**src/rtl/core/cdd_pkg.sv**
```systemverilog
`timescale 1ns / 1ps
// Package for the calendar day difference unit: field widths, per-stage
// payload types and the small calendar tables. No dependencies.
package cdd_pkg;

  localparam int DAY_W   = 5;
  localparam int MONTH_W = 4;
  localparam int YEAR_W  = 14;
  localparam int DIFF_W  = 22;
  localparam int DNUM_W  = 23;   // day number of year 16383, Dec 31 fits
  localparam int Q100_W  = 8;    // 16383 / 100 = 163

  localparam int MAX_YEAR = 9999;

  // floor(v / 100) == (v * 5243) >> 19 for every 14-bit v
  localparam int RECIP_100   = 5243;
  localparam int RECIP_SHIFT = 19;
  localparam int PROD_W      = YEAR_W + 13;

  localparam logic [MONTH_W-1:0] MONTH_JAN = 4'd1;
  localparam logic [MONTH_W-1:0] MONTH_FEB = 4'd2;
  localparam logic [MONTH_W-1:0] MONTH_DEC = 4'd12;

  // First pipeline stage: one date, with its quotients by 100.
  typedef struct packed {
    logic [DAY_W-1:0]   day;
    logic [MONTH_W-1:0] month;
    logic [YEAR_W-1:0]  year;
    logic [YEAR_W-1:0]  prev;     // year - 1
    logic [Q100_W-1:0]  q_prev;   // (year - 1) / 100
    logic [Q100_W-1:0]  q_year;   // year / 100
    logic [8:0]         cum;      // days before the first of the month
    logic               ym_ok;    // year and month in range
  } cdd_date_t;

  // Second pipeline stage: day number and validity of one date.
  typedef struct packed {
    logic [DNUM_W-1:0] dnum;
    logic              ok;
  } cdd_dnum_t;

  function automatic logic [Q100_W-1:0] div100(input logic [YEAR_W-1:0] v);
    logic [PROD_W-1:0] prod;
    prod = PROD_W'(v) * PROD_W'(RECIP_100);
    return prod[PROD_W-1 -: Q100_W];
  endfunction

  // Days before the first of the month in a common year.
  function automatic logic [8:0] cum_days(input logic [MONTH_W-1:0] m);
    logic [8:0] r;
    unique case (m)
      4'd1:    r = 9'd0;
      4'd2:    r = 9'd31;
      4'd3:    r = 9'd59;
      4'd4:    r = 9'd90;
      4'd5:    r = 9'd120;
      4'd6:    r = 9'd151;
      4'd7:    r = 9'd181;
      4'd8:    r = 9'd212;
      4'd9:    r = 9'd243;
      4'd10:   r = 9'd273;
      4'd11:   r = 9'd304;
      4'd12:   r = 9'd334;
      default: r = 9'd0;
    endcase
    return r;
  endfunction

  function automatic logic [DAY_W-1:0] month_len(input logic [MONTH_W-1:0] m,
                                                 input logic leap);
    logic [DAY_W-1:0] r;
    unique case (m)
      4'd1, 4'd3, 4'd5, 4'd7, 4'd8, 4'd10, 4'd12: r = 5'd31;
      4'd4, 4'd6, 4'd9, 4'd11:                    r = 5'd30;
      4'd2:                                        r = leap ? 5'd29 : 5'd28;
      default:                                     r = 5'd0;
    endcase
    return r;
  endfunction

endpackage

```
**src/rtl/core/calendar_day_difference_unit.sv**
```systemverilog
`timescale 1ns / 1ps
// Calendar day difference unit: three-stage pipeline that counts the days
// between two Gregorian dates. Depends on cdd_pkg.
//
//  channel | ports                                         | direction
//  --------+-----------------------------------------------+----------
//  in      | in_valid/in_ready, in_later_*, in_earlier_*   | item in
//  out     | out_valid/out_ready, out_day_difference,      | item out
//          | out_order_flag, out_invalid_flag              |
//
// An accepted item is registered in stage 1, then stage 2, then stage 3, whose
// valid bit is out_valid; the result leaves when out_ready is high.
// One item can enter every cycle while the output is not stalled.
// Each stage holds a valid bit and advances when the stage after it is
// empty or moving, so a stall fills the bubbles and then holds everything.
// rst_n (synchronous, active low) clears the valid bits only.
module calendar_day_difference_unit
  import cdd_pkg::*;
#(
  parameter int YEAR_LIMIT = MAX_YEAR   // last year accepted as valid
)
(
  input  logic               clk,
  input  logic               rst_n,
  input  logic               in_valid,
  output logic               in_ready,
  input  logic [DAY_W-1:0]   in_later_day,
  input  logic [MONTH_W-1:0] in_later_month,
  input  logic [YEAR_W-1:0]  in_later_year,
  input  logic [DAY_W-1:0]   in_earlier_day,
  input  logic [MONTH_W-1:0] in_earlier_month,
  input  logic [YEAR_W-1:0]  in_earlier_year,
  output logic               out_valid,
  input  logic               out_ready,
  output logic [DIFF_W-1:0]  out_day_difference,
  output logic               out_order_flag,
  output logic               out_invalid_flag
);

  // ---------------------------------------------------------------- control
  logic s1_v_r, s2_v_r, s3_v_r;
  logic adv1, adv2, adv3;

  assign adv3     = !s3_v_r || out_ready;
  assign adv2     = !s2_v_r || adv3;
  assign adv1     = !s1_v_r || adv2;
  assign in_ready = adv1;

  always_ff @(posedge clk) begin
    if (!rst_n) begin
      s1_v_r <= 1'b0;
      s2_v_r <= 1'b0;
      s3_v_r <= 1'b0;
    end else begin
      if (adv1) s1_v_r <= in_valid;
      if (adv2) s2_v_r <= s1_v_r;
      if (adv3) s3_v_r <= s2_v_r;
    end
  end

  // ---------------------------------------------------------------- stage 1
  // Range checks, year - 1, and the two divisions by 100 (reciprocal multiply).
  function automatic cdd_date_t prep(input logic [DAY_W-1:0]   d,
                                     input logic [MONTH_W-1:0] m,
                                     input logic [YEAR_W-1:0]  y);
    cdd_date_t r;
    r.day    = d;
    r.month  = m;
    r.year   = y;
    r.prev   = y - YEAR_W'(1);
    r.q_prev = div100(y - YEAR_W'(1));
    r.q_year = div100(y);
    r.cum    = cum_days(m);
    r.ym_ok  = (y != '0) && (32'(y) <= YEAR_LIMIT) &&
               (m >= MONTH_JAN) && (m <= MONTH_DEC);
    return r;
  endfunction

  cdd_date_t s1_later_r, s1_later_nxt, s1_earlier_r, s1_earlier_nxt;

  assign s1_later_nxt   = prep(in_later_day, in_later_month, in_later_year);
  assign s1_earlier_nxt = prep(in_earlier_day, in_earlier_month, in_earlier_year);

  always_ff @(posedge clk) begin
    if (adv1) begin
      s1_later_r   <= s1_later_nxt;
      s1_earlier_r <= s1_earlier_nxt;
    end
  end

  // ---------------------------------------------------------------- stage 2
  // Leap rule, day-of-month check and the closed-form day number:
  // 365*p + p/4 - p/100 + p/400 + days before month + day (+1 after Feb
  // in a leap year). p/400 is (p/100)/4.
  function automatic cdd_dnum_t day_num(input cdd_date_t s);
    cdd_dnum_t        r;
    logic [14:0]      cent;
    logic             leap;
    logic [DAY_W-1:0] mlen;
    cent   = 15'(s.q_year) * 15'(100);
    leap   = (s.year[1:0] == 2'b00) &&
             ((15'(s.year) != cent) || (s.q_year[1:0] == 2'b00));
    mlen   = month_len(s.month, leap);
    r.ok   = s.ym_ok && (s.day != '0) && (s.day <= mlen);
    r.dnum = DNUM_W'(s.prev) * DNUM_W'(365)
           + DNUM_W'(s.prev[YEAR_W-1:2])
           - DNUM_W'(s.q_prev)
           + DNUM_W'(s.q_prev[Q100_W-1:2])
           + DNUM_W'(s.cum)
           + DNUM_W'(s.day)
           + DNUM_W'((s.month > MONTH_FEB) && leap);
    return r;
  endfunction

  cdd_dnum_t s2_later_r, s2_later_nxt, s2_earlier_r, s2_earlier_nxt;

  assign s2_later_nxt   = day_num(s1_later_r);
  assign s2_earlier_nxt = day_num(s1_earlier_r);

  always_ff @(posedge clk) begin
    if (adv2) begin
      s2_later_r   <= s2_later_nxt;
      s2_earlier_r <= s2_earlier_nxt;
    end
  end

  // ---------------------------------------------------------------- stage 3
  // Validity check, order compare, subtract, saturate; this register is the output.
  logic [DIFF_W-1:0] diff_r, diff_nxt;
  logic              order_r, order_nxt;
  logic              inval_r, inval_nxt;
  logic [DNUM_W-1:0] raw_diff;

  assign raw_diff = s2_later_r.dnum - s2_earlier_r.dnum;

  always_comb begin
    diff_nxt  = '0;
    order_nxt = 1'b0;
    inval_nxt = 1'b0;
    if (!s2_later_r.ok || !s2_earlier_r.ok) begin
      inval_nxt = 1'b1;
    end else if (s2_later_r.dnum >= s2_earlier_r.dnum) begin
      diff_nxt = raw_diff[DNUM_W-1] ? '1 : raw_diff[DIFF_W-1:0];
    end else begin
      order_nxt = 1'b1;
    end
  end

  always_ff @(posedge clk) begin
    if (adv3) begin
      diff_r  <= diff_nxt;
      order_r <= order_nxt;
      inval_r <= inval_nxt;
    end
  end

  assign out_valid          = s3_v_r;
  assign out_day_difference = diff_r;
  assign out_order_flag     = order_r;
  assign out_invalid_flag   = inval_r;

endmodule

```
**config.mk**
```make
export PLATFORM = sky130hd
export DESIGN_NAME = calendar_day_difference_unit
export DESIGN_NICKNAME = d
export VERILOG_FILES = /design/src/rtl/core/cdd_pkg.sv /design/src/rtl/core/calendar_day_difference_unit.sv
export SDC_FILE = /design/constraint.sdc
export NUM_CORES = 2
export LEC_CHECK = 0
export BUFFER_PORTS_ARGS = -buffer_cell sky130_fd_sc_hd__buf_2
export CORE_MARGIN = 2
export CORE_UTILIZATION = 60
export CTS_BUF_LIST = sky130_fd_sc_hd__clkbuf_8
export CTS_CLUSTER_DIAMETER = 200
export DETAILED_ROUTE_END_ITERATION = 6
export PLACE_DENSITY = 0.77
export REMOVE_ABC_BUFFERS = 1
export SYNTH_ARGS = -nofsm -noshare
export SYNTH_HDL_FRONTEND = slang
export SYNTH_SLANG_ARGS = --single-unit
```
**constraint.sdc**
```tcl
create_clock -name clk -period 10.35 [get_ports clk]
set_input_delay 1.035 -clock clk [delete_from_list [all_inputs] [get_ports clk]]
set_output_delay 1.035 -clock clk [all_outputs]
set_load 0.02 [all_outputs]
```
# Word-level counts from Yosys, hierarchy flattened
# Memories as Yosys holds them, arrays and structs flattened. A register that Yosys moved wholly into a read port is not among the register bits.
# Cells that the tools add are included.
# classes
add_sub_neg	15
n_mul	8
div_mod_pow	0
magnitude_cmp	11
eq_ne	26
shifts	0
mux	7
n_bitwise	1
n_reduce_logical	38
# op_table
operator	count
$mul A14 B13 Y27 const B	4
$add A23 B1 Y23	2
$add A23 B12 Y23	2
$add A23 B5 Y23	2
$add A23 B6 Y23	2
$add A23 B9 Y23	2
$mul A14 B9 Y23 const B	2
$sub A23 B8 Y23	2
$eq A4 B4 Y1 const B	10
$eq A4 B3 Y1 const B	8
$ne A14 B15 Y1	2
$pmux W5 S3	2
$le A14 B14 Y1 const B	2
$reduce_bool A14 Y1	2
$sub A14 B1 Y14 const B	2
$mul A8 B5 Y13 const B	2
$ge A23 B23 Y1	1
$sub A23 B23 Y23	1
$mux W22	1
$eq A4 B2 Y1 const B	4
$logic_and A1 B1 Y1	14
$reduce_or A7 Y1	2
$le A5 B5 Y1	2
$reduce_bool A5 Y1	2
other kinds (11)	31
# totals
register_bits	183
latch_bits	0
mem_bits_rw	0
romBits	288
input_bits	50
output_inout_bits	26
wordCells	132
n_memories	2
# memory_table
name	depth	word_bits	read_ports	rd_clocked_by_memory_dff	wr	line_no	source
(no name shown)	16	9	1	1	0	cdd_pkg.sv:51	unique case (m)
(no name shown)	16	9	1	1	0	cdd_pkg.sv:51	

# Logic depth before layout (Yosys ltp)
# depth
word_depth	8
mapped_depth	28

# Least setup slack after synthesis
# OpenSTA, ideal clock, no wires.
# synth_timing
path_kind	input to register
startpoint	input port in_earlier_year[2]
endpoint	register s1_earlier_r[24] in the netlist's numbering, data pin
setup_ns	0.258
t_arrival_ns	7.290
t_required_ns	10.092
path_slack_ns	2.802
path_stages	28
path_cell_list	inv_1 ha_1 a21boi_0 o21ai_0 nand2_1 nand2_1 a21boi_0 nand2_1 xnor2_1 inv_1 ha_1 inv_1 fa_1 inv_1 fa_1 inv_1 fa_1 inv_1 fa_1 ha_1 a211oi_2 nand2_1 a2111o_1 a221o_2 o41ai_4 o21bai_2 a21oi_2 xnor2_1
# synth_lines
element	line_no	source
start, declared	calendar_day_difference_unit.sv:32	input logic [YEAR_W-1:0] in_earlier_year,
end signal, assigned	calendar_day_difference_unit.sv:87	s1_earlier_r <= s1_earlier_nxt;
end, declared	calendar_day_difference_unit.sv:79	cdd_date_t s1_later_r, s1_later_nxt, s1_earlier_r, s1_earlier_nxt;

==> impl_metrics.csv <==
group,metric,value,unit
outcome,status,"complete, no violations",
timing,period_needed,7.72,ns
synthesis,yosysTopAreaCell,"ha_1",
final_layout,layout-drive-gt1-share,5.14,%
timing,slew_violations,0,
final_layout,nFillCells,4210,
grt,grtUsageMet1,33.3,%
grt,antenna_found_initial,5,
grt,use_met2,43.3,%
timing,fin_tns_setup,0,ns
drt,num_vias,21100,
timing,slew_headroom,25.2,%
synthesis,synthTopCellsByCount,"816 x inv_1, 760 x ha_1, 441 x fa_1, 198 x edfxtp_1, 124 x xnor2_1",
grt,top_usage_layer,"met2",
cts,cts_setup_buffers,0,
placed_design,place.gp.congestion,0.935,
timing,rsz0062_at_grt,"no",
drt,antenna_left,0,
drt,wl,67800,µm
floorplan,die_h,238,µm
synthesis,netlist_instances,3051,
worst_setup_path,crit_type,"in2reg",
cts,cts_tree,"built",
synthesis,yosysSeqAreaShare,18.3,%
min_path,min_to,"s2_v_r",
grt,track_usage,25.3,%
cts,clock_latency,0.60,ns
grt,grt_pass1_wl,114000,µm
timing,setup_viol,0,
synthesis,yosysMostFrequentCell,"inv_1",
worst_setup_path,cp.depth,29,
worst_setup_path,rr_endpoint,"s2_earlier_r[22]",
final_layout,regArea,6010,µm²
drt,routed_via_density,5.42,
synthesis,synth.avg_cell_area,10.8,µm²
timing,finalHoldViolations,0,
worst_setup_path,slowest_stage,"fa_1",
synthesis,ys.flop_type,"edfxtp_1",
grt,grt_overflow_total,0,
drt,drc,0,
cts,cts_buffers,37,
min_path,holdPathStages,2,
synthesis,postSynth.asyncResetShare,0,%
final_layout,finalNetCount,4411,
worst_setup_path,cp-start-kind,"input pin",
timing,worstMarginPinSlew,1.12,ns
flow_run,max_cap_viol_count,0,
drt,firstDrtPassIters,5,
floorplan,start_util,60.9,%
worst_setup_path,timing.rr.start,"s1_earlier_r[12]",
placed_design,dpl.hpwl,59100,µm
floorplan,ios,76,
placed_design,portBuffers,75,
cts,cts_hold_buf,0,
drt,wl_per_cell,17.4,µm
synthesis,synthesis.area,32800,µm²
final_layout,area_delta_synth_final,6.14,%
min_path,min-delay-start,"s1_v_r",
min_path,hp-class,"reg2reg",
floorplan,die_area,56600,µm²
drt,first_iter_violations,1186,
worst_setup_path,reg2reg_slack,3.90,ns
worst_setup_path,cp_max_fo,8,
floorplan,die_w,238,µm
synthesis,ys_ff_latch,201,
grt,grt_pass1_vias,23100,
timing,fmax,0.130,GHz
worst_setup_path,path_common_cell,"inv_1",
synthesis,synth_edf_count,198,
synthesis,ys_warn_count,0,
timing,clock-skew-final,0.0462,ns
floorplan,rows,85,
cts,cts_resized,0,
cts,cts_root_buffer,"clkbuf_8",
synthesis,synth_top_area_share,29.0,%
timing,post-route-period-util,74.6,%
worst_setup_path,required,10.69,ns
cts,cts.reportedPaths.clkPinSlew,0.06,ns
worst_setup_path,worstPathArrival,8.06,ns
grt,grtUsageMet3,3.39,%
cts,cts_sinks,201,
worst_setup_path,cp.buffers_inverters,7,
synthesis,synth_area_leaders,"ha_1 29%, fa_1 27%, edfxtp_1 18%",
final_layout,multi_input_area,23700,µm²
worst_setup_path,critical-path-max-stage-delay,0.50,ns
worst_setup_path,cp-end-kind,"flop",
grt,grt_max_degree,68,
synthesis,ys_types,75,
worst_setup_path,r2r_cells,23,
cts,cts_htree_levels,2,
cts,ctsLongestPathBuffers,3,
floorplan,fp.coreArea,53900,µm²
worst_setup_path,critical-path-top-delay-family,"adder cells",
[flip-flops by register name, summed over array words and instances, names as in the netlist]
register	flops
s1_earlier_r	63
s1_later_r	63
s2_earlier_r	24
s2_later_r	24
out_day_difference	22
out_invalid_flag	1
out_order_flag	1
out_valid	1
s1_v_r	1
s2_v_r	1
[worst min-delay path, stage by stage (launching register included)]
cell and delay [ns]:
dfxtp_1 0.33, a21oi_1 0.12, nor2b_1 0.05
[layout make-up]
type / count / share of cell area (%)
multi-input combinational: 2022 / 68.0
sequential: 201 / 17.2
inverter: 816 / 8.79
tap: 696 / 2.50
clock buffer: 40 / 1.58
timing repair buffer: 82 / 1.23
clock inverter: 27 / 0.582
antenna: 4 / 0.0287
[layer usage]
metal  wire length (µm)  up-vias  share of wire [%]
li1                   -    10100                  -
met1              30100    10500                 44
met2              32800      374                 48
met3               2660      128                3.9
met4               2250        0                3.3
met5                  0        -                  0
[layout by cell type, fill, tap and decap left out, types with 11 or more instances in the layout]
cell type	netlist	routed
a21o_1	38	38
nor3_1	32	32
nand2_1	67	66
o21bai_1	12	12
xnor2_1	124	124
nand4_1	14	14
clkbuf_8	0	40
a211oi_1	11	11
nand3_1	47	46
o21a_1	12	12
nand2b_1	12	12
and3_1	15	15
nor2_1	63	63
o21ai_0	64	64
fa_1	441	441
xor2_1	40	40
a21oi_1	116	116
nor2b_1	16	16
edfxtp_1	198	198
ha_1	760	760
inv_1	816	828
buf_2	1	75
[worst max path at each step]
stage / from / to / slack, ns
finish: in_earlier_year[2] / s1_earlier_r[24] / 2.63
global route: in_earlier_year[2] / s1_earlier_r[24] / 2.17
global placement: in_earlier_year[2] / s1_earlier_r[24] / 2.21
CTS: in_earlier_year[2] / s1_earlier_r[24] / 2.63
detailed placement: in_earlier_year[2] / s1_earlier_r[24] / 1.98
floorplan: in_earlier_year[2] / s1_earlier_r[24] / 2.80
[cells by family after synthesis]
logic type | count (synthesis) | share of synthesized area (%)
mux | 10 | 0.393
flops | 201 | 18.3
fa+ha+maj | 1201 | 55.9
compound gates | 340 | 6.86
buf+inv | 828 | 9.52
xor+xnor | 164 | 4.38
simple gates | 307 | 4.68
[stage by stage]
step / std cells / area, µm² / hold slack [ns] / util [%] / setup WS [ns]
floorplan: 3039 / 32800 / 0.459 / - / 2.80
global placement: 3817 / 34100 / 0.528 / 63.2 / 2.21
detailed placement: 3817 / 34100 / 0.534 / 63.2 / 1.98
CTS: 3884 / 34800 / 0.549 / 64.6 / 2.63
global route: 3888 / 34800 / 0.558 / 64.6 / 2.17
finish: 3888 / 34800 / 0.554 / 64.6 / 2.63
Power is left out: the tool's default activity adds up to more than one toggle a clock period on the data nets, which glitch-free logic cannot reach.
